`src/rtl/core/assert_macros.svh`:
```
// ----------------------------------------------------------------------------
// assert_macros.svh
// clocked assertion helpers for the plotter rtl
// ----------------------------------------------------------------------------
`ifndef ASSERT_MACROS_SVH
`define ASSERT_MACROS_SVH

// checked only outside reset
`define MFPP_ASSERT_CLK(lbl, prop, msg) \
  lbl: assert property (@(posedge clk) disable iff (rst) prop) else $error(msg);

// checked on every edge, reset included
`define MFPP_ASSERT_ALWAYS(lbl, prop, msg) \
  lbl: assert property (@(posedge clk) prop) else $error(msg);

`endif

```
`src/rtl/core/mfpp_pkg.sv`:
```
// ----------------------------------------------------------------------------
// mfpp_pkg
// shared constants and types of the monochrome frame store plotter
// ----------------------------------------------------------------------------
package mfpp_pkg;

  localparam int PANEL_WIDTH_DEF  = 152;
  localparam int PANEL_HEIGHT_DEF = 152;
  localparam int PAGE_ROWS_DEF    = 152;

  localparam int QUEUE_DEPTH = 2;

  localparam int S_TDATA_W = 48;
  localparam int S_TUSER_W = 2;
  localparam int M_TDATA_W = 16;
  localparam int IDX_W     = 12;

  // item kinds, same coding as the mode field
  localparam logic [1:0] CMD_PLOT = 2'd0;
  localparam logic [1:0] CMD_FILL = 2'd1;
  localparam logic [1:0] CMD_READ = 2'd2;
  localparam logic [1:0] CMD_NOP  = 2'd3;

  // register indexes
  localparam logic REG_ROTATION    = 1'b0;
  localparam logic REG_PAGE_SELECT = 1'b1;

  localparam logic [7:0] FILL_BLACK = 8'hFF;
  localparam logic [7:0] FILL_WHITE = 8'h00;
  localparam logic [7:0] OOB_BYTE   = 8'hFF;
  localparam logic [7:0] ZERO_BYTE  = 8'h00;

  typedef struct packed {
    logic [1:0] kind;
    logic       ink;
    logic       hit;
    logic [7:0] mask;
  } cmd_ctrl_t;

endpackage

```
`src/rtl/core/mfpp_queue.sv`:
```
// ----------------------------------------------------------------------------
// mfpp_queue
// short command queue between address front and store back
// ----------------------------------------------------------------------------
module mfpp_queue import mfpp_pkg::*; #(
  parameter int DATA_W = 24,
  parameter int DEPTH  = QUEUE_DEPTH
) (
  input  logic              clk,
  input  logic              rst,
  input  logic              push,
  input  logic [DATA_W-1:0] push_data,
  output logic              full,
  input  logic              pop,
  output logic [DATA_W-1:0] pop_data,
  output logic              empty
);

  localparam int PTR_W = (DEPTH > 1) ? $clog2(DEPTH) : 1;
  localparam int CNT_W = $clog2(DEPTH + 1);

  logic [DATA_W-1:0] slots [DEPTH];
  logic [PTR_W-1:0]  wr_ptr;
  logic [PTR_W-1:0]  rd_ptr;
  logic [CNT_W-1:0]  count;

  assign full     = count == CNT_W'(DEPTH);
  assign empty    = count == '0;
  assign pop_data = slots[rd_ptr];

  always_ff @(posedge clk) begin
    if (push) begin
      slots[wr_ptr] <= push_data;
    end
  end

  always_ff @(posedge clk) begin
    if (rst) begin
      wr_ptr <= '0;
      rd_ptr <= '0;
      count  <= '0;
    end else begin
      if (push) begin
        wr_ptr <= (wr_ptr == PTR_W'(DEPTH - 1)) ? '0 : wr_ptr + 1'b1;
      end
      if (pop) begin
        rd_ptr <= (rd_ptr == PTR_W'(DEPTH - 1)) ? '0 : rd_ptr + 1'b1;
      end
      if (push && !pop) begin
        count <= count + 1'b1;
      end else if (pop && !push) begin
        count <= count - 1'b1;
      end
    end
  end

endmodule

```
`config.mk`:
```
export PLATFORM = sky130hd
export DESIGN_NAME = mfpp_queue
export DESIGN_NICKNAME = d
export VERILOG_FILES = /design/src/rtl/core/assert_macros.svh /design/src/rtl/core/mfpp_pkg.sv /design/src/rtl/core/mfpp_queue.sv
export SDC_FILE = /design/constraint.sdc
export NUM_CORES = 1
export LEC_CHECK = 0
export ABC_CLOCK_PERIOD_IN_PS = 1700
export BUFFER_PORTS_ARGS = -buffer_cell sky130_fd_sc_hd__buf_2
export CAP_MARGIN = 20
export CORE_MARGIN = 1.5
export CORE_UTILIZATION = 46
export DETAILED_ROUTE_END_ITERATION = 10
export PLACE_DENSITY = 0.78
export SLEW_MARGIN = 20
export SYNTH_ARGS = -nofsm -noshare
export SYNTH_HDL_FRONTEND = slang
export SYNTH_SLANG_ARGS = --single-unit
export TNS_END_PERCENT = 1
```
`constraint.sdc`:
```
create_clock -name clk -period 1.7 [get_ports clk]
set_input_delay 0.085 -clock clk [delete_from_list [all_inputs] [get_ports clk]]
set_output_delay 0.085 -clock clk [all_outputs]
set_load 0.005 [all_outputs]
```
==> metrics.md, run 1 <==
| Metric | Value |
|---|---|
| Mapped Cells | 97 |
| CP endpoint kind | primary output |
| Initial antenna violation count | 0 |
| Max VDD drop | 730 uV |
| Hold_ws | 0.0721 ns |
| Final Setup Violations | 0 |
| HPWL Detailed | 2100 um |
| Max Cap Viol | 0 |
| Clk pin slew, worst setup/hold paths | 0.08 ns |
| H-Tree Level Count | 2 |
| Worst EP arrival | 1.34 ns |
| IO Pins | 54 |
| Non-filler cells, final | 234 |
| Final Hold Viols | 0 |
| Final Max Slew Viols | 0 |
| Synth area leaders | edfxtp_1, mux2_2, dfxtp_1 |
| Vias after detailed routing | 1100 |
| Ys async rst share | 0% |
| Slew margin rel. | 78.7% |
| Area after DPL | 2280 um2 |
| Flop and latch count out of synthesis | 53 |
| Synthesized area | 1940 um2 |
| Hold/Removal Path Class | input port to register |
| Via density | 4.70 |
| Die height | 67.9 um |
| Setup CP Type | register to primary output |
| Fraction of the cycle the final worst path needs | 83.8% |
| DRT iter0 DRCs | 60 |
| Top cells by count, synth | edfxtp_1, mux2_2, dfxtp_1, nor2_1 |
| WHS Endpoint | rd_ptr$_SDFFE_PP0P_ |
| Drt drc | 0 |
| Hold_sp | pop |
| Status | completed |
| Total Routed Length | 3270 um |
| RR Startpoint | wr_ptr$_SDFFE_PP0P_ |
| Avg WL per Cell | 14.0 um |
| Worst Max-Slew Pin Slew | 0.320 ns |
| Sinks on Clock Net | 53 |
| Setup slack, reg-to-reg | 0.55 ns |
| Power per cell area | 975 nW/um2 |
| Core area | 4030 um2 |
| Number of buffers added on ports | 53 |
| Total gr overflow | 0 |
| DRT antenna net count | 0 |
| Distinct cells, synth | 16 |
| GRT met1 Usage | 15.6% |
| Top_reg_cell synth | edfxtp_1 |
| Crit path largest cell delay | 0.37 ns |
| RePlAce Congestion | 0.637 |
| Leading area contributor after synthesis | edfxtp_1 |
| Setup TNS | 0 ns |
| Drt pass-1 iters | 4 |
| Grt met3 use | 4.61% |
| Critical path's slowest cell | mux2_2 |
| Nets@finish | 212 |
| Synth top area share | 74.3% |
| Gr usage total | 15.0% |
| Syn_nets | 126 |
| RSZ-0062 raised after global routing | false |
| Grt met2 use | 27.9% |
| Seq/Total Area, Yosys | 79.5% |
| Area Growth Syn to Fin | 35.0% |
| Ant diodes | 0 |
| CTS tree | done |
| Initial core utilization | 48.1% |
| Final worst setup slack | 0.276 ns |
| Synth warn | 0 |
| Layout Skew | 0.0109 ns |
| Longest Clk Path Bufs | 2 |
| Fin crit period | 1.42 ns |
| Count leader, synth | edfxtp_1 |
| Crit-path max FO | 14 |
| Pre-CTS setup slack | 0.555 ns |
| Post-CTS resize count | 0 |
| LEAKAGE | 0.00101 uW |
| Fmax achieved | 702 MHz |
| Worst R2R Path Depth | 2 |
| Clk root buf | clkbuf_8 |
| Post-Layout Inst Area | 2620 um2 |
| Wire length of the first global-routing pass | 4830 um |
| Setup crit start kind | register |
| Post-synth EDFFs | 48 |
| Crit path required time | 1.62 ns |
| Mean post-synth cell area | 20.0 um2 |
| DP Cell Count | 201 |
| Inserted Clock Buffers | 5 |
| Vias in the first global route | 1108 |
| Pin count of the biggest net entering global routing | 25 |
| Clk_lat worst skew | 0.30 ns |
| GRT busiest layer | met2 |
| Width of the chip | 67.9 um |
| Die ar. | 4610 um2 |
| Share of cells above drive strength 1 | 48.9% |
| Reg2reg end | slots[1][7]$_DFFE_PP_ |
| Cell Rows | 23 |
| Crit path cell chain | buf_4 -> mux2_2 -> buf_2 |
| Hold Path Cell Cnt | 3 |
layer usage:
metal  vias up  part of all wire (%)  routed length, um
li1        535                     -                  -
met1       521                    41               1340
met2        38                    52               1700
met3         6                   5.4                178
met4         0                   1.7                 57
met5         -                     0                  0
kinds of logic (layout without fill, tap and decap cells):
group / Yosys count / count (layout) / share of synthesized area (%)
AO/OA/AOI/OAI: 2 / 2 / 0.516
XOR/XNOR: 4 / 4 / 1.81
adder cells (fa/ha/maj): 1 / 1 / 0.645
buffers and inverters: 4 / 91 / 1.23
flip-flops: 53 / 53 / 79.5
multiplexers: 24 / 24 / 13.9
AND/OR/NAND/NOR: 9 / 9 / 2.39
sequential cells by signal (all words and copies together) (netlist names), named ones only:
register,flops
rd_ptr,1
count,2
slots,48
wr_ptr,1
critical path: cells and delay by family (launching register included):
family / cells / cell delay (ns)
flops: 1 / 0.33
buf+inv: 2 / 0.35
mux: 1 / 0.37
where the power goes:
group          leakage, uW  switching [uW]  internal, uW  total, uW
Clock            0.0000374             379           290        669
Combinational     0.000477             147           198        345
Sequential        0.000492            26.5          1510       1540
worst max-delay path by stage:
stage / from / slack (ns) / end / cells past startpoint
final: register / 0.28 / pop_data[15] / 3
after global routing: register / 0.20 / pop_data[2] / 3
after CTS: register / 0.26 / pop_data[8] / 3
after detailed placement: wr_ptr$_SDFFE_PP0P_ / 0.55 / slots[1][19]$_DFFE_PP_ / 2
after global placement: wr_ptr$_SDFFE_PP0P_ / 0.59 / slots[1][19]$_DFFE_PP_ / 2
after floorplan: wr_ptr$_SDFFE_PP0P_ / 0.32 / slots[0][0]$_DFFE_PP_ / 1
area by class of cell:
cell class | count | area, um2
Tap cell | 50 | 62.6
Fill cell | 296 | 1410
Clock buffer | 6 | 72.6
Timing Repair Buffer | 82 | 546
Inverter | 1 | 3.75
Sequential cell | 53 | 1540
Multi-Input combinational cell | 40 | 377
Clock inverter | 2 | 15.0
cells in the final DEF, fill, tap and decap left out:
master | synthesis | routed
nor2b_2 | 0 | 1
dlygate4sd3_1 | 0 | 25
buf_2 | 1 | 53
ha_1 | 1 | 1
or3_1 | 1 | 1
a21oi_1 | 1 | 1
dfxtp_1 | 5 | 5
buf_4 | 2 | 4
o21ai_0 | 1 | 1
edfxtp_1 | 48 | 48
clkbuf_1 | 0 | 1
xor2_1 | 2 | 2
and2b_2 | 1 | 1
nor2_1 | 5 | 5
xnor2_1 | 2 | 2
and2_1 | 1 | 1
clkinvlp_4 | 0 | 2
clkbuf_8 | 0 | 5
mux2_2 | 24 | 24
inv_1 | 1 | 1
what timing repair did:
action | CTS | global route
hold buffers | 25 | 0
setup buffers | 0 | 0
endpoints found under the hold margin | 49 | 0
metrics by stage:
step | util [%] | power, uW
floorplan | - | 1730
global placement | 56.6 | 1860
detailed placement | 56.6 | 1870
CTS | 65.0 | 2580
global route | 65.0 | 2680
finish | 65.0 | 2550
Note: power is estimated with default switching activity, not from simulation.
==> run 2: changes to the inputs <==
--- a/config.mk
+++ b/config.mk
@@ -5,7 +5,7 @@
 export SDC_FILE = /design/constraint.sdc
 export NUM_CORES = 1
 export LEC_CHECK = 0
-export ABC_CLOCK_PERIOD_IN_PS = 1700
+export ABC_CLOCK_PERIOD_IN_PS = 1300
 export BUFFER_PORTS_ARGS = -buffer_cell sky130_fd_sc_hd__buf_2
 export CAP_MARGIN = 20
 export CORE_MARGIN = 1.5
==> constraint.sdc (replaced) <==
create_clock -name clk -period 1.3 [get_ports clk]
set_input_delay 0.065 -clock clk [delete_from_list [all_inputs] [get_ports clk]]
set_output_delay 0.065 -clock clk [all_outputs]
set_load 0.005 [all_outputs]
==> run 2 against run 1 <==
The flow now finishes with violations (negative setup slack); largest cell class unchanged; clock skew shrank 0.0065 ns; wire length up 17%; cell count rose by 1.3%; worst setup slack got worse by 0.34 ns; largest power group unchanged.
==> metrics.md, run 2 (synthesis gave the netlist of run 1 again) <==
| Metric | Value |
|---|---|
| Initial core utilization | 48.1% (unchanged) |
| Inserted Clock Buffers | 5 (unchanged) |
| Vias after detailed routing | 1132 (+2.9%) |
| Clock network fraction of total power | 23.8% (-2.4 points) |
| Width of the chip | 67.9 um (unchanged) |
| CP endpoint kind | primary output |
| Fin crit period | 1.36 ns |
| Hold_sp | pop |
| Status | finished, violations left |
| Top flop regs | slots: 48 flops, count: 2 flops |
| Max Cap Viol | 0 (unchanged) |
| Slew margin rel. | 86.5% (+7.8 points) |
| RSZ-0062 raised after global routing | true |
| Max VDD drop | 806 uV (+10%) |
| Setup TNS | -1.17 ns (-1.17 ns) |
| Share of cells above drive strength 1 | 49.7% (+0.82 points) |
| Vias in the first global route | 1164 (+5.1%) |
| Hold Path Cell Cnt | 3 (unchanged) |
| Worst R2R Path Depth | 2 (unchanged) |
| Fillcell total | 259 (-13%) |
| Area Growth Syn to Fin | 48.0% |
| Critical path's slowest cell | dfxtp_4 |
| Number of buffers added on ports | 53 (unchanged) |
| Layout Skew | 0.00433 ns (-0.00654 ns) |
| Final Hold Viols | 0 (unchanged) |
| Worst Max-Slew Pin Slew | 0.202 ns (-0.118 ns) |
| Fmax achieved | 734 MHz |
| Hold/Removal Path Class | input port to register |
| Cell Rows | 23 (unchanged) |
| DRT iter0 DRCs | 49 (-18%) |
| Net Switching | 744 uW (+35%) |
| Hold_ws | 0.0596 ns (-0.0125 ns) |
| Setup slack, reg-to-reg | 0.21 ns (-0.34 ns) |
| GRT busiest layer | met2 |
| Total Routed Length | 3820 um (+17%) |
| Fraction of the cycle the final worst path needs | 105% |
| Pre-CTS setup slack | 0.183 ns (-0.372 ns) |
| Die ar. | 4610 um2 (unchanged) |
| H-Tree Level Count | 2 (unchanged) |
| Drt pass-1 iters | 4 (unchanged) |
| Clk_lat worst skew | 0.30 ns (about the same) |
| Largest register FFs | 48 (unchanged) |
| Final worst setup slack | -0.0619 ns (-0.338 ns) |
| Nets@finish | 216 (+1.9%) |
| Sinks on Clock Net | 53 (unchanged) |
| Clk root buf | clkbuf_8 |
| Most frequent cells in the layout | edfxtp_1, buf_2, dlygate4sd3_1 |
| Longest Clk Path Bufs | 2 (unchanged) |
| Failing checks | negative setup slack |
| Total gr overflow | 0 (unchanged) |
| Final Max Slew Viols | 0 (unchanged) |
| Worst EP arrival | 1.30 ns (-0.04 ns) |
| Die height | 67.9 um (unchanged) |
| Crit path largest cell delay | 0.41 ns (+0.04 ns) |
| Sw frac | 21.3% (-0.32 points) |
| Register area | 1550 um2 (+0.24%) |
| Crit path required time | 1.24 ns (-0.38 ns) |
| Crit path cell chain | clkbuf_16 -> mux2_4 -> buf_6 |
| RR Startpoint | wr_ptr$_SDFFE_PP0P_ |
| Initial antenna violation count | 0 (unchanged) |
| Drt drc | 0 (unchanged) |
| Power per cell area | 1220 nW/um2 (+25%) |
| Ant diodes | 0 (unchanged) |
| Register share of total power | 58.1% (-2.2 points) |
| LEAKAGE | 0.00115 uW (+15%) |
| Power Internal | 2750 uW (+37%) |
| Grt met3 use | 5.43% (+0.82 points) |
| Pwr Total | 3490 uW (+37%) |
| Gr usage total | 17.1% (+2.1 points) |
| Clk pin slew, worst setup/hold paths | 0.08 ns (about the same) |
| Area after DPL | 2290 um2 (+0.66%) |
| Avg WL per Cell | 16.1 um (+15%) |
| Crit-path max FO | 5 (-9) |
| Combinational share of power | 18.1% (+4.6 points) |
| DRT antenna net count | 0 (unchanged) |
| Setup CP Type | register to primary output |
| HPWL Detailed | 2220 um (+5.9%) |
| Grt met2 use | 29.9% (+1.9 points) |
| Setup crit start kind | register |
| Post-Layout Inst Area | 2870 um2 (+9.7%) |
| CTS tree | done |
| RePlAce Congestion | 0.657 (+3.1%) |
| Core area | 4030 um2 (unchanged) |
| Most common cell after layout, fill and taps aside | edfxtp_1 |
| Final Setup Violations | 24 (+24) |
| IO Pins | 54 (unchanged) |
| Area of the multi-input gates | 448 um2 (+19%) |
| Largest register by flop count | slots |
| Wire length of the first global-routing pass | 5460 um (+13%) |
| Via density | 4.78 (+1.6%) |
| GRT met1 Usage | 19.1% (+3.5 points) |
| Pin count of the biggest net entering global routing | 15 (-40%) |
-- run 2: changes by cell type in the layout (fill, tap and decap cells not counted) --
cell        before  now
buf_8            0    3
clkinv_1         0    1
dfxtp_4          0    1
clkbuf_16        0    1
buf_6            0   19
mux2_4           0   19
dfxtp_1          5    4
mux2_2          24    5
clkinvlp_4       2    0
buf_2           53   34
-- run 2: layer usage --
layer / vias up / wire (um)
met5: - / 0
met4: 0 / 51
met3: 7 / 190
li1: 541 / -
met1: 546 / 1470
met2: 38 / 2110
-- run 2: power by group through the flow --
stage	Combinational [uW]	Clock [uW]	Sequential [uW]
floorplan	220	0	2040
global placement	391	0	2050
detailed placement	405	0	2050
CTS	504	850	2020
global route	686	932	2040
finish	633	829	2030
-- run 2: repair_timing --
item                                    4_1_cts  5_1_grt
hold buffers                                 25        0
buffers inserted                              0        0
pin swaps                                     0        0
endpoints found under the setup margin       24       24
hold endpoints to repair                     52        0
cloned                                        1        1
gates resized for setup                      14       33
-- run 2: worst paths after layout --
path,endpoint
setup / recovery,pop_data[14]
hold / removal,register
setup reg to reg,slots[1][8]$_DFFE_PP_
hold reg to reg,count[1]$_SDFFE_PP0P_
-- run 2: worst max-delay path, delay by kind of cell, from the launching register on --
| kind | cells | cell delay (ns) |
|---|---|---|
| flip-flops | 1 | 0.41 |
| buffers and inverters | 2 | 0.29 |
| multiplexers | 1 | 0.31 |
-- run 2: through the flow --
stage | instances | utilization (%)
finish | 237 | 71.2
global route | 237 | 71.2
CTS | 236 | 66.5
detailed placement | 203 | 57.0
global placement | 203 | 57.0
floorplan | 97 | -
-- run 2: area by class of cell --
| class | count | share of cell area (%) |
|---|---|---|
| Multi-Input combinational cell | 40 | 15.6 |
| Sequential cell | 53 | 53.8 |
| Tap cell | 50 | 2.18 |
| Clock buffer | 6 | 2.53 |
| Timing Repair Buffer | 86 | 25.6 |
| Clock inverter | 1 | 0.131 |
| Inverter | 1 | 0.131 |
==> run 3: changes to the inputs <==
--- a/config.mk
+++ b/config.mk
@@ -5,13 +5,13 @@
 export SDC_FILE = /design/constraint.sdc
 export NUM_CORES = 1
 export LEC_CHECK = 0
-export ABC_CLOCK_PERIOD_IN_PS = 1300
+export ABC_CLOCK_PERIOD_IN_PS = 1480
 export BUFFER_PORTS_ARGS = -buffer_cell sky130_fd_sc_hd__buf_2
 export CAP_MARGIN = 20
 export CORE_MARGIN = 1.5
-export CORE_UTILIZATION = 46
+export CORE_UTILIZATION = 51
 export DETAILED_ROUTE_END_ITERATION = 10
-export PLACE_DENSITY = 0.78
+export PLACE_DENSITY = 0.82
 export SLEW_MARGIN = 20
 export SYNTH_ARGS = -nofsm -noshare
 export SYNTH_HDL_FRONTEND = slang
==> constraint.sdc (replaced) <==
create_clock -name clk -period 1.48 [get_ports clk]
set_input_delay 0.074 -clock clk [delete_from_list [all_inputs] [get_ports clk]]
set_output_delay 0.074 -clock clk [all_outputs]
set_load 0.005 [all_outputs]
==> run 3 against run 2 <==
The flow now finishes without violations; wire length is 18% lower; via count decreased by 2.5%; sequential power shrank 13%; sequential share of layout area increased by 4.9 points; clock power decreased by 14%; critical path depth unchanged; worst setup slack better by 0.15 ns; clock skew about the same; critical endpoint is now pop_data[11].
==> metrics.md, run 3 (synthesis gave the netlist of run 1 again) <==
| Metric | Value |
|---|---|
| Status | completed |
| IO Pins | 54 (unchanged) |
| Slew margin rel. | 86.3% (-0.17 points) |
| LEAKAGE | 0.00102 uW (-12%) |
| Final Max Slew Viols | 0 (unchanged) |
| Core area | 3660 um2 (-9.1%) |
| Width of the chip | 64.7 um (-4.8%) |
| Inserted Clock Buffers | 5 (unchanged) |
| Pin count of the biggest net entering global routing | 16 (+1) |
| Most frequent cells in the layout | buf_2, edfxtp_1, dlygate4sd3_1 |
| RePlAce Congestion | 0.692 (+5.4%) |
| Clk pin slew, worst setup/hold paths | 0.08 ns (about the same) |
| Gr usage total | 15.9% (-1.1 points) |
| Clk root buf | clkbuf_8 |
| RR Startpoint | wr_ptr$_SDFFE_PP0P_ |
| Final Setup Violations | 0 (-100%) |
| Nets@finish | 214 (-0.93%) |
| Area after DPL | 2290 um2 (-0.11%) |
| Vias in the first global route | 1156 (-0.69%) |
| Setup CP Type | register to primary output |
| Fmax achieved | 719 MHz |
| Hold/Removal Path Class | input port to register |
| Clk_lat worst skew | 0.29 ns (about the same) |
| Setup crit start kind | register |
| Area Growth Syn to Fin | 35.2% |
| Max Cap Viol | 0 (unchanged) |
| Worst R2R Path Depth | 2 (unchanged) |
| Initial antenna violation count | 0 (unchanged) |
| Largest register by flop count | slots |
| Vias after detailed routing | 1104 (-2.5%) |
| CP Capture Point | pop_data[11] |
| Drt drc | 0 (unchanged) |
| Power per cell area | 1100 nW/um2 (-9.6%) |
| Hold_ws | 0.0671 ns (+0.00754 ns) |
| Cell Rows | 22 (-4.3%) |
| Max VDD drop | 841 uV (+4.3%) |
| Avg WL per Cell | 13.4 um (-17%) |
| Largest register FFs | 48 (unchanged) |
| CTS tree | done |
| Number of buffers added on ports | 53 (unchanged) |
| Crit-path max FO | 9 (+4) |
| DRT iter0 DRCs | 52 (+6.1%) |
| Total gr overflow | 0 (unchanged) |
| Most common cell after layout, fill and taps aside | buf_2 |
| Sinks on Clock Net | 53 (unchanged) |
| Die height | 64.7 um (-4.8%) |
| Share of cells above drive strength 1 | 48.6% (-1.1 points) |
| Non-filler cells, final | 233 (-1.7%) |
| HPWL Detailed | 2130 um (-4.1%) |
| Worst Max-Slew Pin Slew | 0.205 ns (+0.00252 ns) |
| H-Tree Level Count | 2 (unchanged) |
| Initial core utilization | 53.0% (+4.8 points) |
| Top flop regs | slots: 48 flops, count: 2 flops |
| Layout Skew | 0.00443 ns (+0.000102 ns) |
| Fraction of the cycle the final worst path needs | 94.0% |
| RSZ-0062 raised after global routing | false |
| Wire length of the first global-routing pass | 4770 um (-13%) |
| Die ar. | 4180 um2 (-9.4%) |
| Setup TNS | 0 ns (+1.17 ns) |
| Reg2reg end | slots[1][16]$_DFFE_PP_ |
| Ant diodes | 0 (unchanged) |
| Setup slack, reg-to-reg | 0.38 ns (+0.17 ns) |
| Longest Clk Path Bufs | 2 (unchanged) |
| DP Cell Count | 201 (-0.99%) |
| Final Hold Viols | 0 (unchanged) |
| Total Routed Length | 3120 um (-18%) |
| Crit path required time | 1.41 ns (+0.17 ns) |
| Worst EP arrival | 1.32 ns (+0.02 ns) |
| Fin crit period | 1.39 ns |
| Post-Layout Inst Area | 2620 um2 (-8.6%) |
| CP endpoint kind | primary output |
| DRT antenna net count | 0 (unchanged) |
| Drt pass-1 iters | 4 (unchanged) |
| Via density | 4.74 (-0.80%) |
run 3: worst min-delay path by stage:
stage / startpoint / to / cells after the start
detailed placement: push_data[11] / slots[1][11]$_DFFE_PP_ / 1
CTS: push / wr_ptr$_SDFFE_PP0P_ / 3
global route: pop / rd_ptr$_SDFFE_PP0P_ / 3
floorplan: rst / count[1]$_SDFFE_PP0P_ / 1
finish: pop / rd_ptr$_SDFFE_PP0P_ / 3
global placement: push_data[9] / slots[1][9]$_DFFE_PP_ / 1
run 3: layout make-up:
cell class                 instances  area, um2
sequential                        53       1540
fill                             243       1040
timing repair buffer              84        564
multi-input combinational         40        377
clock buffer                       6       72.6
tap                               48       60.1
clock inverter                     1       3.75
inverter                           1       3.75
run 3: layer usage:
layer | up-vias | track usage, % | part of all wire (%)
li1 | 537 | - | -
met1 | 527 | 16.0 | 39
met2 | 36 | 29.4 | 54
met3 | 4 | 6.25 | 5.6
met4 | 0 | 6.12 | 1.2
met5 | - | 0 | 0
run 3: repair_timing:
item                                   4_1_cts  5_1_grt
hold buffers                                25        0
gates resized for setup                      0        1
setup buffers                                0        0
endpoints found under the hold margin       50        0
setup endpoints to repair                    0        2
run 3: stage by stage:
stage	total power (uW)	setup WS, ns	utilization [%]
2_1_floorplan	1990	0.103	-
3_3_place_gp	2140	0.387	62.6
3_5_place_dp	2160	0.361	62.6
4_1_cts	2910	0.0453	71.5
5_1_grt	3000	0.0385	71.6
6_report	2880	0.0890	71.6
run 3: worst max-delay path: stages, from the launching register on:
cell and delay (ns):
dfxtp_1 0.35, buf_4 0.19, mux2_2 0.35, buf_2 0.14
run 3: power by group:
group          total (uW)  switching, uW  internal [uW]
registers            1770           32.2           1740
logic                 402            168            234
clock network         712            393            319
