File: config.mk
export PLATFORM = sky130hd
export DESIGN_NAME = mfpp_front
export DESIGN_NICKNAME = d
export VERILOG_FILES = /design/src/rtl/core/assert_macros.svh /design/src/rtl/core/mfpp_pkg.sv /design/src/rtl/core/mfpp_front.sv
export SDC_FILE = /design/constraint.sdc
export NUM_CORES = 1
export LEC_CHECK = 0
export ABC_AREA = 1
export BUFFER_PORTS_ARGS = -buffer_cell sky130_fd_sc_hd__buf_2
export CAP_MARGIN = 15
export CORE_UTILIZATION = 40
export DETAILED_ROUTE_END_ITERATION = 10
export GPL_TIMING_DRIVEN = 0
export PLACE_DENSITY = 0.65
export SKIP_LAST_GASP = 1
export SLEW_MARGIN = 20
export SYNTH_ARGS = -nofsm -noshare
export SYNTH_HDL_FRONTEND = slang
export SYNTH_SLANG_ARGS = --single-unit
File: constraint.sdc
create_clock -name clk -period 3.31 [get_ports clk]
set_input_delay 0.4965 -clock clk [delete_from_list [all_inputs] [get_ports clk]]
set_output_delay 0.4965 -clock clk [all_outputs]
set_load 0.005 [all_outputs]
File: src/rtl/core/assert_macros.svh
// ----------------------------------------------------------------------------
// assert_macros.svh
// clocked assertion helpers for the plotter rtl
// ----------------------------------------------------------------------------
`ifndef ASSERT_MACROS_SVH
`define ASSERT_MACROS_SVH

// checked only outside reset
`define MFPP_ASSERT_CLK(lbl, prop, msg) \
  lbl: assert property (@(posedge clk) disable iff (rst) prop) else $error(msg);

// checked on every edge, reset included
`define MFPP_ASSERT_ALWAYS(lbl, prop, msg) \
  lbl: assert property (@(posedge clk) prop) else $error(msg);

`endif

File: src/rtl/core/mfpp_pkg.sv
// ----------------------------------------------------------------------------
// mfpp_pkg
// shared constants and types of the monochrome frame store plotter
// ----------------------------------------------------------------------------
package mfpp_pkg;

  localparam int PANEL_WIDTH_DEF  = 152;
  localparam int PANEL_HEIGHT_DEF = 152;
  localparam int PAGE_ROWS_DEF    = 152;

  localparam int QUEUE_DEPTH = 2;

  localparam int S_TDATA_W = 48;
  localparam int S_TUSER_W = 2;
  localparam int M_TDATA_W = 16;
  localparam int IDX_W     = 12;

  // item kinds, same coding as the mode field
  localparam logic [1:0] CMD_PLOT = 2'd0;
  localparam logic [1:0] CMD_FILL = 2'd1;
  localparam logic [1:0] CMD_READ = 2'd2;
  localparam logic [1:0] CMD_NOP  = 2'd3;

  // register indexes
  localparam logic REG_ROTATION    = 1'b0;
  localparam logic REG_PAGE_SELECT = 1'b1;

  localparam logic [7:0] FILL_BLACK = 8'hFF;
  localparam logic [7:0] FILL_WHITE = 8'h00;
  localparam logic [7:0] OOB_BYTE   = 8'hFF;
  localparam logic [7:0] ZERO_BYTE  = 8'h00;

  typedef struct packed {
    logic [1:0] kind;
    logic       ink;
    logic       hit;
    logic [7:0] mask;
  } cmd_ctrl_t;

endpackage

File: src/rtl/core/mfpp_front.sv
// ----------------------------------------------------------------------------
// mfpp_front
// config registers, bounds check, rotation, page rebase and byte address
// ----------------------------------------------------------------------------
module mfpp_front import mfpp_pkg::*; #(
  parameter int PANEL_WIDTH  = PANEL_WIDTH_DEF,
  parameter int PANEL_HEIGHT = PANEL_HEIGHT_DEF,
  parameter int PAGE_ROWS    = PAGE_ROWS_DEF,
  parameter int ADDR_W       = 12
) (
  input  logic                  clk,
  input  logic                  rst,
  input  logic                  s_tvalid,
  output logic                  s_tready,
  input  logic [S_TDATA_W-1:0]  s_tdata,   // x_coord, y_coord, ink, byte_index
  input  logic [S_TUSER_W-1:0]  s_tuser,   // mode
  input  logic                  cfg_valid,
  output logic                  cfg_ready,
  input  logic                  cfg_index,
  input  logic [4:0]            cfg_data,
  input  logic                  hold,
  output logic                  q_push,
  output cmd_ctrl_t             q_ctrl,
  output logic [ADDR_W-1:0]     q_addr,
  input  logic                  q_full
);

  localparam int STORE_BYTES = (PANEL_WIDTH * PANEL_HEIGHT) / 8;
  localparam int MAX_DIM  = (PANEL_WIDTH > PANEL_HEIGHT) ? PANEL_WIDTH : PANEL_HEIGHT;
  localparam int XY_W     = $clog2(MAX_DIM);
  localparam int ROW_SPAN = (PANEL_HEIGHT > PAGE_ROWS) ? PANEL_HEIGHT : PAGE_ROWS;
  localparam int ROW_W    = $clog2(ROW_SPAN);
  localparam int BASE_W   = $clog2(15 * PAGE_ROWS + 1);
  localparam int DIFF_W   = ((XY_W > BASE_W) ? XY_W : BASE_W) + 1;
  localparam int PROD_W   = ROW_W + $clog2(PANEL_WIDTH + 1);
  localparam int SUM_W    = (((PROD_W > XY_W) ? PROD_W : XY_W) - 3) + 1;
  localparam int CMP_W    = (SUM_W > ADDR_W + 1) ? SUM_W : ADDR_W + 1;
  localparam int IDXX_W   = (ADDR_W > IDX_W) ? ADDR_W : IDX_W;

  localparam logic [1:0] ROT_0   = 2'd0;
  localparam logic [1:0] ROT_90  = 2'd1;
  localparam logic [1:0] ROT_180 = 2'd2;
  localparam logic [1:0] ROT_270 = 2'd3;

  localparam logic signed [15:0] W_S  = 16'(PANEL_WIDTH);
  localparam logic signed [15:0] H_S  = 16'(PANEL_HEIGHT);
  localparam logic [XY_W-1:0]    W_M1 = XY_W'(PANEL_WIDTH - 1);
  localparam logic [XY_W-1:0]    H_M1 = XY_W'(PANEL_HEIGHT - 1);

  logic [1:0] rotation;
  logic [4:0] page_select;

  logic signed [15:0] px;
  logic signed [15:0] py;
  logic [1:0]         mode;
  logic               ink;
  logic [IDX_W-1:0]   idx;
  logic [XY_W-1:0]    ux;
  logic [XY_W-1:0]    uy;
  logic [XY_W-1:0]    cx;
  logic [XY_W-1:0]    cy;
  logic               in_bounds;
  logic               paged;
  logic [BASE_W-1:0]  base;
  logic [DIFF_W-1:0]  diff;
  logic               row_ok;
  logic [ROW_W-1:0]   row;
  logic               idx_in;
  logic               hit_next;

  logic               v1;
  logic [1:0]         kind1;
  logic               ink1;
  logic               hit1;
  logic [XY_W-1:0]    cx1;
  logic [ROW_W-1:0]   row1;
  logic [IDX_W-1:0]   idx1;

  logic [PROD_W-1:0]  prod;
  logic [CMP_W-1:0]   sum;
  logic               plot_in;
  logic [IDXX_W-1:0]  idx_ext;
  logic               take;

  // config registers
  assign cfg_ready = 1'b1;

  always_ff @(posedge clk) begin
    if (rst) begin
      rotation    <= ROT_0;
      page_select <= 5'h1F;
    end else if (cfg_valid && cfg_ready) begin
      unique case (cfg_index)
        REG_ROTATION:    rotation    <= cfg_data[1:0];
        REG_PAGE_SELECT: page_select <= cfg_data;
        default:         rotation    <= rotation;
      endcase
    end
  end

  // stage 1: bounds, rotation, page band
  always_comb begin
    mode = s_tuser;
    px   = s_tdata[15:0];
    py   = s_tdata[31:16];
    ink  = s_tdata[32];
    idx  = s_tdata[44:33];
    in_bounds = !px[15] && !py[15] &&
                (px < (rotation[0] ? H_S : W_S)) &&
                (py < (rotation[0] ? W_S : H_S));
    ux = px[XY_W-1:0];
    uy = py[XY_W-1:0];
    unique case (rotation)
      ROT_0: begin
        cx = ux;
        cy = uy;
      end
      ROT_90: begin
        cx = W_M1 - uy;
        cy = ux;
      end
      ROT_180: begin
        cx = W_M1 - ux;
        cy = H_M1 - uy;
      end
      ROT_270: begin
        cx = uy;
        cy = H_M1 - ux;
      end
      default: begin
        cx = ux;
        cy = uy;
      end
    endcase
    paged  = !page_select[4] && (page_select != 5'd0);
    base   = BASE_W'(page_select[3:0]) * BASE_W'(PAGE_ROWS);
    diff   = DIFF_W'(cy) - DIFF_W'(base);
    row_ok = !paged || (!diff[DIFF_W-1] && (diff < DIFF_W'(PAGE_ROWS)));
    row    = paged ? ROW_W'(diff) : ROW_W'(cy);
    idx_in = 32'(idx) < 32'(STORE_BYTES);
    priority if (mode == CMD_PLOT) hit_next = in_bounds && row_ok;
    else if (mode == CMD_READ)     hit_next = idx_in;
    else                           hit_next = 1'b0;
  end

  assign take     = q_push;
  assign q_push   = v1 && !q_full;
  assign s_tready = !hold && (!v1 || !q_full);

  always_ff @(posedge clk) begin
    if (rst) begin
      v1 <= 1'b0;
    end else if (s_tvalid && s_tready) begin
      v1 <= 1'b1;
    end else if (take) begin
      v1 <= 1'b0;
    end
  end

  always_ff @(posedge clk) begin
    if (s_tvalid && s_tready) begin
      kind1 <= mode;
      ink1  <= ink;
      hit1  <= hit_next;
      cx1   <= cx;
      row1  <= row;
      idx1  <= idx;
    end
  end

  // stage 2: byte address and bit mask
  always_comb begin
    prod    = PROD_W'(row1) * PROD_W'(PANEL_WIDTH);
    sum     = CMP_W'(prod >> 3) + CMP_W'(cx1 >> 3);
    plot_in = sum < CMP_W'(STORE_BYTES);
    idx_ext = IDXX_W'(idx1);
    q_ctrl.kind = kind1;
    q_ctrl.ink  = ink1;
    q_ctrl.hit  = hit1 && ((kind1 != CMD_PLOT) || plot_in);
    q_ctrl.mask = 8'h80 >> cx1[2:0];
    q_addr = (kind1 == CMD_READ) ? idx_ext[ADDR_W-1:0] : sum[ADDR_W-1:0];
  end

endmodule

==> reports/qor.txt, run 1 <==
Status - finished with violations
Failing checks - negative setup slack
Initial antenna violation count - 0
Die area - 9330 sq um
Syn Inst Count - 468
Cell mode on critical path - nand2_1
Tmin final - 3.91 ns
Drt drc - 0
Starting Density - 41.2%
Comb pwr share - 54.9%
Post-Syn Area - 3580 sq um
Yosys top cell by area - edfxtp_1
Pint - 1.35 mW
Syn_nets - 582
CP max-delay cell - fa_1
CP Class - register to primary output
Placed instance count - 662
CTS max path bufs - 2
Worst path arrival time - 3.42 ns
Synthesis Warnings - 0
Crit path cell chain - ha_1 -> ha_1 -> inv_1 -> fa_1 -> inv_1 -> ha_4 -> nand2_1 -> nand2_2 -> a21oi_4 -> a21oi_2 -> o21bai_1 -> nand2_1 -> nand2_1 -> nand2_1 -> a21oi_2 -> buf_2
CTS tree - done
FILL cells - 834
Fmax - 256 MHz
ANT cells - 0
Clk slew on worst S/H paths - 0.09 ns
HPWL after DPL - 6710 microns
Via Count - 3,431
Top post-synthesis cells by area - edfxtp_1 27%, ha_1 15%, nand2_1 13%
Clock latency on the worst-skew pair - 0.30 ns
Skew final - 0.0122 ns
Finished Layout Cells - 689
RSZ-0062 raised after global routing - yes
Relative slew slack - 61.5%
Req. time, crit path - 2.81 ns
Switching Share - 39.9%
Hold Crit Class - input pin to register
Post-Synth Adder-Cell Area - 20.3%
Rows - 34
CP Buf/Inv Count - 3
Fraction of layout cells with a size suffix above 1 - 27.7%
CTS H-Tree Depth - 2
Fin worst setup slack - -0.603 ns
Top cell type's share of synthesized area - 26.8%
IO Pins - 89
Sw power - 0.898 mW
Period utilization - 118%
Antenna-violating nets left - 0
Compound-cell area share of the yosys netlist - 11.3%
Multiplexer share of the synthesized area - 0%
CP delay by family, top - adder cells
Xor/xnor share of the synthesized area - 3.43%
Area Growth Syn to Fin - 29.8%
Hold Violations, Final - 0
Commonest cells after routing, fill and taps aside - 110 x nand2_1, 89 x inv_1, 84 x buf_2
Syn avg cell area - 7.65 sq um
Most common cell after layout, fill and taps aside - nand2_1
Register area share after synthesis - 31.3%
Final WL - 8630 microns
VDD IR-drop max - 225 uV
Total global-route track usage - 18.3%
Via density - 4.98
Global-route wire length before repair - 14,200 microns
Yosys cell types - 34
DR pass1 iterations - 4
Root Driver - clkbuf_8
Routability cong. - 0.861
Total global routing overflow - 0
Die Width - 96.6 microns
Register share of total power - 26.7%
CTS buffer count - 5
Final Setup Violations - 7
CP peak stage delay - 0.53 ns
Vias in the first global route - 3,245
Synth Register Bits - 40
Pwr/cell area - 485 nW/um^2
CP endpoint kind - primary output
Number of DRC markers in iteration 0 - 96
Main combinational cell family by area after synthesis - simple AND/OR/NAND/NOR gates
Crit path max fanout - 4
Nets - 694
WL/cell - 12.5 microns
PortBufs - 84
Pwr Total - 2.25 mW
Max_cap viols - 0
Actual slew at the worst max-slew pin - 0.573 ns
Setup TNS Final - -2.15 ns
Synth Area in Simple Gates - 22.5%
Final count of pins violating max slew - 0
Vert. Die Dim - 96.6 microns
Clock share of power - 18.4%
Core area - 8680 sq um
CTS Sinks - 40
Critical Path Start Type - register
Largest net degree at the start of global routing - 18
Leakage - 2.39 nW
layout make-up:
type	instances	area (sq um)	area share (%)
Inverter	96	360	7.75
Sequential cell	40	1120	24.1
Clock buffer	5	68.8	1.48
Buffer	6	33.8	0.727
Multi-Input combinational cell	326	2290	49.3
Timing Repair Buffer	105	593	12.8
Tap cell	108	135	2.91
Clock inverter	3	46.3	0.996
layer usage:
metal  routed length (microns)  part of all wire, %  global-route usage, %  vias up
met3                       277                  3.2                   2.89       11
met1                      3670                   42                   22.1     1591
met5                         0                    0                      0        -
li1                          -                    -                      -     1753
met4                       105                  1.2                   4.48        0
met2                      4580                   53                   33.9       76
power groups by stage:
stage	Combinational (mW)	Clock (mW)	Sequential, mW
final	1.24	0.414	0.601
after global placement	0.932	0	0.615
after detailed placement	0.960	0	0.615
after global routing	1.40	0.444	0.604
after CTS	1.07	0.424	0.600
after floorplan	0.686	0	0.610
flip-flops by register name, summed over array words and instances (netlist names):
name and count:
idx1 12, kind1 2, hit1 1, cx1 8, ink1 1, page_select 5
v1 1, row1 8, rotation 2
final timing paths:
check	startpoint	to	slack (ns)	depth (start not counted)
max	row1[6]	q_ctrl[8]	-0.60	16
min	s_tdata[34]	idx1[1]	0.36	1
max reg2reg	page_select[2]	hit1	0.37	14
min reg2reg	page_select[4]	page_select[4]	0.49	2
stage by stage:
stage          setup slack, ns  cell area, sq um  utilization (%)  hold WS (ns)
5_1_grt                 -0.754              4650             53.6         0.343
3_3_place_gp            -0.291              4140             47.7         0.462
6_report                -0.603              4650             53.6         0.362
4_1_cts                 -0.489              4420             51.0         0.351
3_5_place_dp            -0.343              4170             48.0         0.477
2_1_floorplan           0.0560              3580                -         0.443
kinds of logic (layout without fill, tap and decap cells):
| family | after synthesis | in the layout |
|---|---|---|
| XOR/XNOR | 14 | 14 |
| AO/OA/AOI/OAI | 67 | 67 |
| other | 1 | 1 |
| buffers and inverters | 102 | 215 |
| flip-flops | 40 | 40 |
| AND/OR/NAND/NOR | 192 | 192 |
| adder cells (fa/ha/maj) | 52 | 52 |
worst register-to-register path: stages (launching register included):
cell and delay, ns:
dfxtp_1 0.42, inv_1 0.13, ha_1 0.32, ha_1 0.35, ha_1 0.30, inv_1 0.04, ha_1 0.32, a21oi_1 0.17
nand2_1 0.09, xor2_1 0.18, nand2_1 0.08, o21ai_0 0.06, o21ai_0 0.09, nand3_1 0.11, nand2_1 0.05
synthesized netlist by cell type:
cell / count
nand2_1: 122
nor4_1: 4
nor2_1: 23
or2_2: 1
nand4_1: 6
inv_2: 1
o21ai_0: 25
a221oi_1: 1
nor3_1: 12
dfxtp_1: 8
o211ai_1: 5
conb_1: 1
nand3_2: 1
inv_1: 94
a21oi_1: 14
edfxtp_1: 32
a31oi_1: 5
ha_1: 42
xnor2_1: 3
clkinv_1: 1
nor2_2: 2
clkbuf_1: 3
a21oi_2: 4
fa_1: 10
o22ai_1: 4
nand2_2: 1
xor2_1: 11
buf_4: 3
o2111ai_1: 4
a221o_1: 2
nand3_1: 18
o21bai_1: 1
o21ai_1: 2
nor3b_1: 2
what timing repair did:
item	4_1_cts	5_1_grt
buffers inserted	10	9
endpoints found under the setup margin	8	8
pin swaps	10	13
gates resized for setup	16	31
hold buffers	0	0
Power figures use the tool's default switching activity.
==> run 2, diff against run 1 <==
--- a/config.mk
+++ b/config.mk
@@ -8,10 +8,14 @@
 export ABC_AREA = 1
 export BUFFER_PORTS_ARGS = -buffer_cell sky130_fd_sc_hd__buf_2
 export CAP_MARGIN = 15
-export CORE_UTILIZATION = 40
+export CELL_PAD_IN_SITES_DETAIL_PLACEMENT = 0
+export CELL_PAD_IN_SITES_GLOBAL_PLACEMENT = 1
+export CORE_MARGIN = 4
+export CORE_UTILIZATION = 35
 export DETAILED_ROUTE_END_ITERATION = 10
 export GPL_TIMING_DRIVEN = 0
-export PLACE_DENSITY = 0.65
+export PLACE_DENSITY_LB_ADDON = 0.1
+export RECOVER_POWER = 25
 export SKIP_LAST_GASP = 1
 export SLEW_MARGIN = 20
 export SYNTH_ARGS = -nofsm -noshare
==> reports/qor.txt, run 2 (same netlist as run 1, synthesis figures left out) <==
Status - finished with violations
Failing checks - negative setup slack
Biggest register - idx1
WL/cell - 11.7 microns (-6.7%)
ANT cells - 0 (unchanged)
Antenna-violating nets left - 0 (unchanged)
Hold Violations, Final - 0 (unchanged)
CTS buffer count - 5 (unchanged)
Routability cong. - 0.840 (-2.5%)
Total global-route track usage - 14.4% (-4.0 points)
Cell mode on critical path - nand2_1
Via density - 4.60 (-7.7%)
Global-route wire length before repair - 13,700 microns (-3.6%)
Root Driver - clkbuf_8
Rows - 36 (+5.9%)
Total global routing overflow - 0 (unchanged)
Fraction of layout cells with a size suffix above 1 - 22.3% (-5.4 points)
Clk slew on worst S/H paths - 0.09 ns (about the same)
Leakage - 2.30 nW (-3.8%)
Finished Layout Cells - 706 (+2.5%)
Critical Path Start Type - register
Dpl cell area - 4200 sq um (+0.75%)
Most common cell after layout, fill and taps aside - nand2_1
Area Growth Syn to Fin - 24.9%
Req. time, crit path - 2.81 ns (about the same)
Vert. Die Dim - 109 microns (+13%)
CP peak stage delay - 0.54 ns (about the same)
Number of DRC markers in iteration 0 - 120 (+25%)
Clock latency on the worst-skew pair - 0.30 ns (about the same)
Nets - 686 (-1.2%)
CP Class - register to primary output
Sw power - 0.813 mW (-9.5%)
Max_cap viols - 0 (unchanged)
DR pass1 iterations - 4 (unchanged)
Hold Crit Class - input pin to register
PortBufs - 84 (unchanged)
Vias in the first global route - 3,104 (-4.3%)
Register share of total power - 28.6% (+1.9 points)
RSZ-0062 raised after global routing - yes
IO Pins - 89 (unchanged)
Relative slew slack - 60.7% (-0.79 points)
CP endpoint kind - primary output
Worst path arrival time - 3.29 ns (-0.13 ns)
Comb pwr share - 52.4% (-2.5 points)
Final WL - 8250 microns (-4.4%)
Placed instance count - 687 (+3.8%)
CTS tree - done
CTS Sinks - 40 (unchanged)
CTS max path bufs - 2 (unchanged)
Pwr/cell area - 469 nW/um^2 (-3.3%)
Crit path cell chain - inv_1 -> fa_1 -> inv_1 -> ha_1 -> inv_1 -> fa_1 -> inv_2 -> ha_4 -> nand2_2 -> nor2_1 -> nand2_1 -> nand3_1 -> nand2_1 -> nand2_2 -> nand2_1 -> nand3_1 -> nand2_1 -> nand2_1 -> nand2_1 -> a21oi_2 -> buf_2
Final Setup Violations - 7 (unchanged)
Starting Density - 36.3% (-5.0 points)
Skew final - 0.0199 ns (+0.00772 ns)
Drt drc - 0 (unchanged)
Switching Share - 38.8% (-1.0 points)
R2r startpoint - page_select[2]
CP max-delay cell - fa_1
Via Count - 3,246 (-5.4%)
CP startpoint - row1[4]
Final count of pins violating max slew - 0 (unchanged)
Period utilization - 114% (-4.0 points)
CTS H-Tree Depth - 2 (unchanged)
Max FFs per register - 12 (unchanged)
Crit path max fanout - 5 (+1)
DP Worst Slack - -0.386 ns (-0.0437 ns)
Tmin final - 3.78 ns (-0.132 ns)
Clock share of power - 18.9% (+0.5 points)
WHS - 0.365 ns (+0.00281 ns)
Die Width - 109 microns (+13%)
Initial antenna violation count - 0 (unchanged)
CP Buf/Inv Count - 5 (+2)
VDD IR-drop max - 168 uV (-25%)
HPWL after DPL - 7190 microns (+7.2%)
Worst hold start - s_tdata[32]
Actual slew at the worst max-slew pin - 0.590 ns (+0.0172 ns)
Die area - 11,900 sq um (+28%)
Fin worst setup slack - -0.472 ns (+0.132 ns)
Core area - 9860 sq um (+14%)
Largest net degree at the start of global routing - 17 (-1)
CP delay by family, top - adder cells
Biggest regs - idx1 x12, cx1 x8, row1 x8
Pint - 1.28 mW (-5.4%)
Commonest cells after routing, fill and taps aside - 115 x nand2_1, 92 x inv_1, 75 x buf_2
Finished Cell Area - 4470 sq um (-3.8%)
Fmax - 264 MHz (+3.5%)
[run 2: final timing paths]
path                                        to  slack, ns  depth (start not counted)
worst max register to register            hit1       0.40                         14
worst max-delay path                 q_ctrl[8]      -0.47                         21
worst min register to register  page_select[4]       0.48                          2
worst min-delay path                      ink1       0.36                          1
[run 2: power by group through the flow]
stage	combinational [mW]	clock, mW	sequential (mW)
finish	1.10	0.397	0.600
CTS	1.10	0.415	0.600
floorplan	0.686	0	0.610
global placement	0.960	0	0.615
detailed placement	0.976	0	0.615
global route	1.28	0.429	0.604
[run 2: through the flow]
step                      setup TNS, ns  utilization, %  total power, mW
after floorplan                       0               -             1.30
after global placement           -0.782            42.3             1.58
after detailed placement         -0.898            42.6             1.59
after CTS                         -1.91            45.2             2.12
after global routing              -3.58            45.3             2.31
final                             -1.80            45.3             2.09
[run 2: repair_timing]
| item | in CTS | in global routing |
|---|---|---|
| pin swaps | 3 | 7 |
| hold buffers | 0 | 0 |
| setup buffers | 10 | 1 |
| endpoints found under the setup margin | 8 | 8 |
| resized for setup | 17 | 5 |
[run 2: area by class of cell]
type,count,area (sq um)
fill,1030,5400
multi-input combinational,326,2160
sequential,40,1120
timing repair buffer,97,514
inverter,96,360
tap,133,166
clock buffer,5,68.8
clock inverter,3,42.5
buffer,6,33.8
[run 2: metal layers]
layer  GRT usage (%)  vias to the layer above  routed length [microns]
met5               0                        -                        0
met4            3.52                        0                       81
met3            1.89                        6                      291
met2            26.3                       62                     4280
met1            17.7                     1443                     3600
li1                -                     1735                        -
==> run 3, diff against run 2 <==
--- a/config.mk
+++ b/config.mk
@@ -11,7 +11,7 @@
 export CELL_PAD_IN_SITES_DETAIL_PLACEMENT = 0
 export CELL_PAD_IN_SITES_GLOBAL_PLACEMENT = 1
 export CORE_MARGIN = 4
-export CORE_UTILIZATION = 35
+export CORE_UTILIZATION = 39
 export DETAILED_ROUTE_END_ITERATION = 10
 export GPL_TIMING_DRIVEN = 0
 export PLACE_DENSITY_LB_ADDON = 0.1
==> constraint.sdc (replaced) <==
create_clock -name clk -period 4.25 [get_ports clk]
set_input_delay 0.6375 -clock clk [delete_from_list [all_inputs] [get_ports clk]]
set_output_delay 0.6375 -clock clk [all_outputs]
set_load 0.005 [all_outputs]
==> reports/qor.txt, run 3 (same netlist as run 1, synthesis figures left out) <==
Actual slew at the worst max-slew pin - 0.687 ns (+0.0966 ns)
Crit path cell chain - ha_1 -> ha_1 -> inv_1 -> fa_1 -> inv_1 -> ha_2 -> nand2_1 -> nor2_1 -> nand2_1 -> nand3_1 -> nand2_1 -> nand2_1 -> nand2_1 -> nand2_1 -> nand2_1 -> nand2_1 -> nand2_1 -> a21oi_2 -> buf_2
Final WL - 8390 microns (+1.7%)
DR pass1 iterations - 4 (unchanged)
Area Growth Syn to Fin - 21.4%
Pwr Total - 1.55 mW (-26%)
Tmin final - 4.01 ns
Die Width - 104 microns (-4.9%)
Core area - 8810 sq um (-11%)
Via density - 4.79 (+4.2%)
Fmax - 249 MHz
Worst path arrival time - 3.37 ns (+0.08 ns)
FF-to-FF End - hit1
Final Setup Violations - 0 (-7)
Req. time, crit path - 3.61 ns (+0.80 ns)
CTS Sinks - 40 (unchanged)
Pwr/cell area - 358 nW/um^2 (-24%)
ANT cells - 0 (unchanged)
Cells on worst reg2reg path - 14 (unchanged)
Period utilization - 94.3%
Nets - 684 (-0.29%)
Cell mode on critical path - nand2_1
Worst hold start - page_select[4]
IO Pins - 89 (unchanged)
Total global routing overflow - 0 (unchanged)
Crit path max fanout - 5 (unchanged)
Leakage - 2.27 nW (-1.4%)
Die area - 10,800 sq um (-9.5%)
Largest net degree at the start of global routing - 13 (-4)
Number of DRC markers in iteration 0 - 75 (-38%)
Drt drc - 0 (unchanged)
Total global-route track usage - 16.1% (+1.7 points)
Hold Violations, Final - 0 (unchanged)
Clk slew on worst S/H paths - 0.08 ns (about the same)
Max_cap viols - 0 (unchanged)
R2r startpoint - page_select[2]
Antenna-violating nets left - 0 (unchanged)
Root Driver - clkbuf_8
Most common cell after layout, fill and taps aside - nand2_1
Biggest register - idx1
Max FFs per register - 12 (unchanged)
Final count of pins violating max slew - 0 (unchanged)
HPWL after DPL - 7220 microns (+0.37%)
Setup TNS Final - 0 ns (+1.80 ns)
CP startpoint - row1[6]
Worst Hold End - page_select[4]
Status - finished clean
Rows - 34 (-5.6%)
Relative slew slack - 54.1% (-6.5 points)
PortBufs - 84 (unchanged)
Vert. Die Dim - 104 microns (-4.9%)
Clock latency on the worst-skew pair - 0.29 ns (about the same)
CP max-delay cell - fa_1
Reg2reg setup slack - 1.35 ns (+0.95 ns)
CTS tree - done
Biggest regs - idx1 x12, cx1 x8, row1 x8
Skew final - 0.0102 ns (-0.00965 ns)
Starting Density - 40.7% (+4.4 points)
CTS max path bufs - 2 (unchanged)
Vias in the first global route - 3,183 (+2.5%)
VDD IR-drop max - 133 uV (-21%)
Dpl cell area - 4170 sq um (-0.80%)
Hold path depth - 2 (+1)
Routability cong. - 0.814 (-3.1%)
Initial antenna violation count - 0 (unchanged)
CTS H-Tree Depth - 2 (unchanged)
Via Count - 3,254 (+0.25%)
Global-route wire length before repair - 14,500 microns (+6.3%)
CP Buf/Inv Count - 3 (-2)
CP peak stage delay - 0.52 ns (-0.02 ns)
WL/cell - 12.4 microns (+5.8%)
Commonest cells after routing, fill and taps aside - 120 x nand2_1, 93 x inv_1, 72 x buf_2
CP endpoint kind - primary output
Finished Cell Area - 4350 sq um (-2.7%)
Final core occ - 49.4% (+4.1 points)
Hold Crit Class - register to register
CP delay by family, top - adder cells
Critical Path Start Type - register
CTS buffer count - 5 (unchanged)
CP Class - register to primary output
Fraction of layout cells with a size suffix above 1 - 19.1% (-3.2 points)
## run 3: cell type report
class                   count  area [sq um]
fillers                   919          4460
multi-input cells         326          2100
flip-flops and latches     40          1120
repair buffers             95           492
inverters                  96           360
well taps                 108           135
clock buffers               6          72.6
clock inverters             2          35.0
plain buffers               6          33.8
## run 3: power by group
part	switching, mW	internal, mW
Clock	0.130	0.174
Combinational	0.455	0.326
Sequential	0.0151	0.453
Total	0.601	0.954
## run 3: worst max path at each step
stage | to | slack, ns | depth (start not counted)
final | q_ctrl[8] | 0.24 | 19
after CTS | q_ctrl[8] | 0.11 | 21
after global placement | idx1[2] | -0.39 | 4
after detailed placement | q_ctrl[8] | 0.44 | 21
after floorplan | cx1[0] | 0.62 | 3
after global routing | q_ctrl[8] | -0.01 | 21
## run 3: through the flow
stage	cells	hold slack [ns]	setup WS [ns]
2_1_floorplan	468	0.443	0.620
3_3_place_gp	660	0.460	-0.389
3_5_place_dp	663	0.465	0.439
4_1_cts	671	0.485	0.115
5_1_grt	679	0.498	-0.0113
6_report	679	0.484	0.241
## run 3: worst min-delay path, delay by kind of cell (launching register included)
family	cells	cell delay (ns)
flops	1	0.34
simple gates	2	0.11
## run 3: repair_timing
action | 4_1_cts | 5_1_grt
hold buffers | 0 | 0
gates resized for setup | 0 | 6
endpoints found under the setup margin | 0 | 1
hold endpoints to repair | 0 | 0
buffers inserted | 0 | 8
## run 3: per-layer routing
| layer | share of wire, % | routed length (microns) | track usage, % |
|---|---|---|---|
| met5 | 0 | 0 | 0 |
| met4 | 0.81 | 68 | 3.13 |
| met3 | 3.1 | 261 | 2.36 |
| met2 | 51 | 4270 | 28.9 |
| met1 | 45 | 3800 | 20.7 |
